`config.mk`:
```
export PLATFORM = sky130hd
export DESIGN_NAME = tbt_row_eval
export DESIGN_NICKNAME = d
export VERILOG_FILES = /design/src/tbt_pkg.sv /design/src/tbt_row_eval.sv
export SDC_FILE = /design/constraint.sdc
export NUM_CORES = 1
export LEC_CHECK = 0
export ABC_CLOCK_PERIOD_IN_PS = 8300
export BUFFER_PORTS_ARGS = -buffer_cell sky130_fd_sc_hd__buf_2
export CAP_MARGIN = 15
export CORE_AREA = 2 2 263 265
export DETAILED_ROUTE_END_ITERATION = 10
export DIE_AREA = 0 0 265 267
export SYNTH_ARGS = -nofsm -noshare
export SYNTH_HDL_FRONTEND = slang
export SYNTH_SLANG_ARGS = --single-unit
```
`constraint.sdc`:
```
create_clock -name vclk -period 8.3
set_clock_uncertainty 0.15 [all_clocks]
set_input_delay 2.49 -clock vclk [all_inputs]
set_output_delay 2.49 -clock vclk [all_outputs]
set_load 0.02 [all_outputs]
```
`src/tbt_pkg.sv`:
```
// Shared types and constants for the timed IP block table.
`timescale 1ns / 1ps
`default_nettype none

package tbt_pkg;

   localparam int ADDR_W    = 32;
   localparam int TIME_W    = 48;
   localparam int DUR_W     = 32;
   localparam int SWEEP_W   = 10;
   localparam int OP_W      = 2;
   localparam int STATUS_W  = 2;
   localparam int REMOVED_W = 3;
   // Wide enough to count the expired ways of the largest bucket.
   localparam int COUNT_W   = 5;

   localparam logic [COUNT_W-1:0] REMOVED_MAX = 5'd7;
   localparam logic [DUR_W-1:0]   DUR_RESET   = 32'd60000;

   localparam logic [OP_W-1:0] OP_INSERT = 2'd0;
   localparam logic [OP_W-1:0] OP_CHECK  = 2'd1;
   localparam logic [OP_W-1:0] OP_SWEEP  = 2'd2;

   localparam logic [STATUS_W-1:0] STATUS_CLEAR = 2'd0;
   localparam logic [STATUS_W-1:0] STATUS_HIT   = 2'd1;
   localparam logic [STATUS_W-1:0] STATUS_FULL  = 2'd2;

   typedef enum logic [2:0] {
      FSM_CLEAR = 3'b001,
      FSM_IDLE  = 3'b010,
      FSM_EVAL  = 3'b100
   } fsm_state_type;

   typedef struct packed {
      logic [STATUS_W-1:0]  status;
      logic [REMOVED_W-1:0] removed_count;
   } eval_result_type;

endpackage

`default_nettype wire

```
`src/tbt_row_eval.sv`:
```
// Evaluates one bucket row for a transaction and builds the row to write back.
`timescale 1ns / 1ps
`default_nettype none

module tbt_row_eval #(
   parameter int BUCKET_BITS = 10,
   parameter int WAYS        = 4
) (
   input  logic [tbt_pkg::OP_W-1:0]                 operation,
   input  logic [tbt_pkg::ADDR_W-BUCKET_BITS-1:0]   tag,
   input  logic [tbt_pkg::TIME_W-1:0]               now_ms,
   input  logic [tbt_pkg::DUR_W-1:0]                duration,
   input  logic [WAYS*(1+tbt_pkg::ADDR_W-BUCKET_BITS+tbt_pkg::TIME_W)-1:0] row_in,
   output logic [WAYS*(1+tbt_pkg::ADDR_W-BUCKET_BITS+tbt_pkg::TIME_W)-1:0] row_out,
   output tbt_pkg::eval_result_type                 result
);

   localparam int TAG_W  = tbt_pkg::ADDR_W - BUCKET_BITS;
   localparam int TIME_W = tbt_pkg::TIME_W;
   localparam int WAY_W  = 1 + TAG_W + TIME_W;
   localparam int CNT_W  = tbt_pkg::COUNT_W;

   logic [WAYS-1:0]   way_valid;
   logic [WAYS-1:0]   way_match;
   logic [WAYS-1:0]   way_expired;
   logic [WAYS-1:0]   match_oh;
   logic [WAYS-1:0]   free_oh;
   logic [WAYS-1:0]   sweep_kill;
   logic [TIME_W:0]   expiry_sum;
   logic [TIME_W-1:0] new_expiry;
   logic [CNT_W-1:0]  sweep_cnt;

   always_comb begin
      for (int w = 0; w < WAYS; w++) begin
         way_valid[w]   = row_in[w*WAY_W + WAY_W - 1];
         way_match[w]   = way_valid[w] && (row_in[w*WAY_W + TIME_W +: TAG_W] == tag);
         way_expired[w] = (row_in[w*WAY_W +: TIME_W] <= now_ms);
      end
   end

   // Lowest set bit of the match vector and lowest clear bit of the valid vector.
   assign match_oh   = way_match & (~way_match + WAYS'(1));
   assign free_oh    = ~way_valid & (way_valid + WAYS'(1));
   assign sweep_kill = way_valid & way_expired;

   assign expiry_sum = {1'b0, now_ms} + (TIME_W+1)'(duration);
   assign new_expiry = expiry_sum[TIME_W] ? {TIME_W{1'b1}} : expiry_sum[TIME_W-1:0];

   assign sweep_cnt  = CNT_W'($countones(sweep_kill));

   always_comb begin
      row_out              = row_in;
      result.status        = tbt_pkg::STATUS_CLEAR;
      result.removed_count = '0;
      unique case (operation)
         tbt_pkg::OP_INSERT: begin
            if (|way_match) begin
               result.status = tbt_pkg::STATUS_HIT;
            end else if (|free_oh) begin
               for (int w = 0; w < WAYS; w++) begin
                  if (free_oh[w]) begin
                     row_out[w*WAY_W +: WAY_W] = {1'b1, tag, new_expiry};
                  end
               end
            end else begin
               result.status = tbt_pkg::STATUS_FULL;
            end
         end
         tbt_pkg::OP_CHECK: begin
            if (|(match_oh & way_expired)) begin
               for (int w = 0; w < WAYS; w++) begin
                  if (match_oh[w]) begin
                     row_out[w*WAY_W + WAY_W - 1] = 1'b0;
                  end
               end
               result.removed_count = tbt_pkg::REMOVED_W'(1);
            end else if (|way_match) begin
               result.status = tbt_pkg::STATUS_HIT;
            end
         end
         tbt_pkg::OP_SWEEP: begin
            for (int w = 0; w < WAYS; w++) begin
               if (sweep_kill[w]) begin
                  row_out[w*WAY_W + WAY_W - 1] = 1'b0;
               end
            end
            if (sweep_cnt > tbt_pkg::REMOVED_MAX) begin
               result.removed_count = tbt_pkg::REMOVED_MAX[tbt_pkg::REMOVED_W-1:0];
            end else begin
               result.removed_count = sweep_cnt[tbt_pkg::REMOVED_W-1:0];
            end
         end
         default: begin
            row_out = row_in;
         end
      endcase
   end

endmodule

`default_nettype wire

```
==> impl_metrics.csv <==
group,metric,value,unit
status,outcome,"finished, violations left",
status,violations,"negative setup slack",
grt,top_usage_layer,"met2",
grt,use_met3,4.198,%
yosys,synth-simple-area-share,29.69,%
sta,period_needed,8.378,ns
final_layout,drive_gt1_share,44.49,%
sta,fin_tns_setup,-0.1167,ns
worst_setup_path,slowest_delay,0.60,ns
yosys,synthDistinctLibCells,85,
yosys,synth-xor-area-share,8.877,%
worst_setup_path,cp.required,5.66,ns
detailed_routing,wl_per_cell,23.12,µm
worst_setup_path,crit_path_start_kind,"primary input",
yosys,yosys.area_share.adder,24.85,%
worst_setup_path,cp_slowest_cell,"fa_2",
detailed_routing,drt-total-wl,84190,µm
worst_setup_path,critPathArrivalTime,5.74,ns
detailed_routing,drcViolationCount,0,
yosys,synth_compound_area_share,26.13,%
placement,portBuffers,677,
final_layout,final_core_util,28.75,%
worst_setup_path,path_max_fanout,4,
yosys,synthCells,1810,
power_and_ir_drop,p_per_area,70.66,nW/µm²
final_layout,mostFrequentLayoutCells,"buf_2, nand2_1, buf_4",
placement,routabilityCongestion,0.9902,
run,max_cap_viol_count,0,
sta,finalCritPeriodShare,100.9,%
power_and_ir_drop,leakagePower,9.801,nW
sta,max_slew_margin,57.20,%
sta,rsz0062_at_grt,"true",
grt,gr-usage-met2,36.84,%
final_layout,instances_no_fill,3642,
worst_setup_path,end_kind,"output pin",
worst_hold_path,hold_class,"in2out",
sta,hold_ws,5.178,ns
sta,layout_setup_ws,-0.07793,ns
floorplan,rows,96,
worst_setup_path,path_class,"in2out",
final_layout,layout.nets,3371,
worst_setup_path,cpMostUsedCell,"ha_4",
floorplan,core_area,67990,µm²
sta,fmax,119.4,MHz
grt,antenna_found_initial,13,
detailed_routing,drt_iter0_drc,1507,
worst_hold_path,min_from,"row_in[132]",
final_layout,area_growth,66.45,%
yosys,synth-seq-area-share,0,%
worst_setup_path,critPathBufInv,3,
yosys,syn_area_per_cell,6.487,µm²
final_layout,multiInputGateArea,11710,µm²
grt,grt-ovfl-total,0,
sta,worst_pin_slew,0.6361,ns
yosys,mappedNetlistArea,11740,µm²
detailed_routing,first_pass_iters,5,
yosys,synth_top_family_by_area,"simple AND/OR/NAND/NOR gates",
detailed_routing,antenna_left,0,
final_layout,seq_area,0,µm²
grt,grt_pass1_vias,16790,
yosys,ys_warn_count,0,
floorplan,dieArea,70760,µm²
yosys,yosys-mux-area-fraction,3.922,%
final_layout,seq_cell_count,0,
grt,grt_pass1_wl,115500,µm
floorplan,fp.dieH,267,µm
power_and_ir_drop,vdd_ir_drop_max,0.00003370,V
grt,grt_max_degree,52,
grt,grt_usage,22.20,%
yosys,synthesis.nets,2430,
grt,grt_use_met1,29.50,%
detailed_routing,num_vias,17820,
final_layout,nClkBuffers,0,
placement,dp_cells,3611,
worst_setup_path,crit_start,"now_ms[21]",
final_layout,fillers,7588,
sta,hold_viol_final,0,
sta,maxSlewViolCount,0,
sta,finalSetupViolCount,2,
floorplan,initial_core_util,17.27,%
floorplan,dieWidth,265,µm
worst_setup_path,worstPathCellList,"buf_8 > clkinvlp_4 > ha_4 > nand4_1 > or4_4 > or3b_4 > a31oi_4 > nor4_4 > fa_2 > ha_4 > and3_4 > a31o_1 > buf_6",
placement,hpwl,74090,µm
final_layout,final_common_cell,"buf_2",
floorplan,ios,677,
detailed_routing,viasPerCell,4.894,
worst_setup_path,cp_top_family,"simple AND/OR/NAND/NOR gates",
==> synthesized netlist by cell type (all sizes together), types with 21 or more instances <==
| cell type | count | area share (%) |
|---|---|---|
| xnor2 | 64 | 4.8 |
| mux2 | 40 | 3.8 |
| inv | 70 | 2.2 |
| o31ai | 22 | 1.4 |
| nor4 | 30 | 1.9 |
| nor2 | 163 | 5.2 |
| a31oi | 45 | 2.6 |
| a21oi | 210 | 9.1 |
| nand3 | 41 | 1.8 |
| nor3 | 27 | 1.2 |
| buf | 66 | 3.4 |
| o21ai | 98 | 4.2 |
| and3 | 21 | 1.1 |
| xor2 | 55 | 4.1 |
| ha | 230 | 25 |
| a21o | 29 | 1.9 |
| nand2 | 356 | 11 |
| nand4 | 58 | 3.2 |
| clkbuf | 27 | 0.86 |
==> power breakdown <==
group | switching, mW | internal (mW)
combinational | 0.816 | 0.565
clock | 0 | 0.000000150
sequential | 0 | 0
==> layer usage <==
| layer | wire, µm | vias to the layer above |
|---|---|---|
| li1 | - | 8500 |
| met1 | 36890 | 8370 |
| met2 | 38810 | 847 |
| met3 | 6470 | 105 |
| met4 | 2012 | 2 |
| met5 | 9 | - |
==> cells by family after synthesis <==
group           count (synthesis)
fa+ha+maj                     232
compound gates                498
xor+xnor                      119
buf+inv                       163
mux                            41
simple gates                  757
==> metrics by stage <==
stage	worst slack, ns	area, µm²	total power [mW]
after CTS	-0.1119	19110	1.337
after detailed placement	-0.5072	18470	1.295
final	-0.07793	19540	1.381
after floorplan	0.1996	11740	0.6383
after global placement	-0.4500	18470	1.291
after global routing	-0.1985	19530	1.488
==> final cells by class <==
class              instances  area share [%]
inverters                 70           1.498
diodes                    11          0.1408
well taps                882           5.647
multi-input cells       1647           59.93
repair buffers          1032           32.78
==> final timing paths <==
path | end | slack (ns) | cells after the start
min | row_out[132] | 5.18 | 4
max | result[0] | -0.08 | 13
==> timing repair <==
action	CTS	global route
cloned	0	0
resized for setup	105	88
setup buffers	16	4
hold buffers	0	0
endpoints found under the setup margin	29	95
pin swaps	35	35
(Power assumes the default switching activity.)
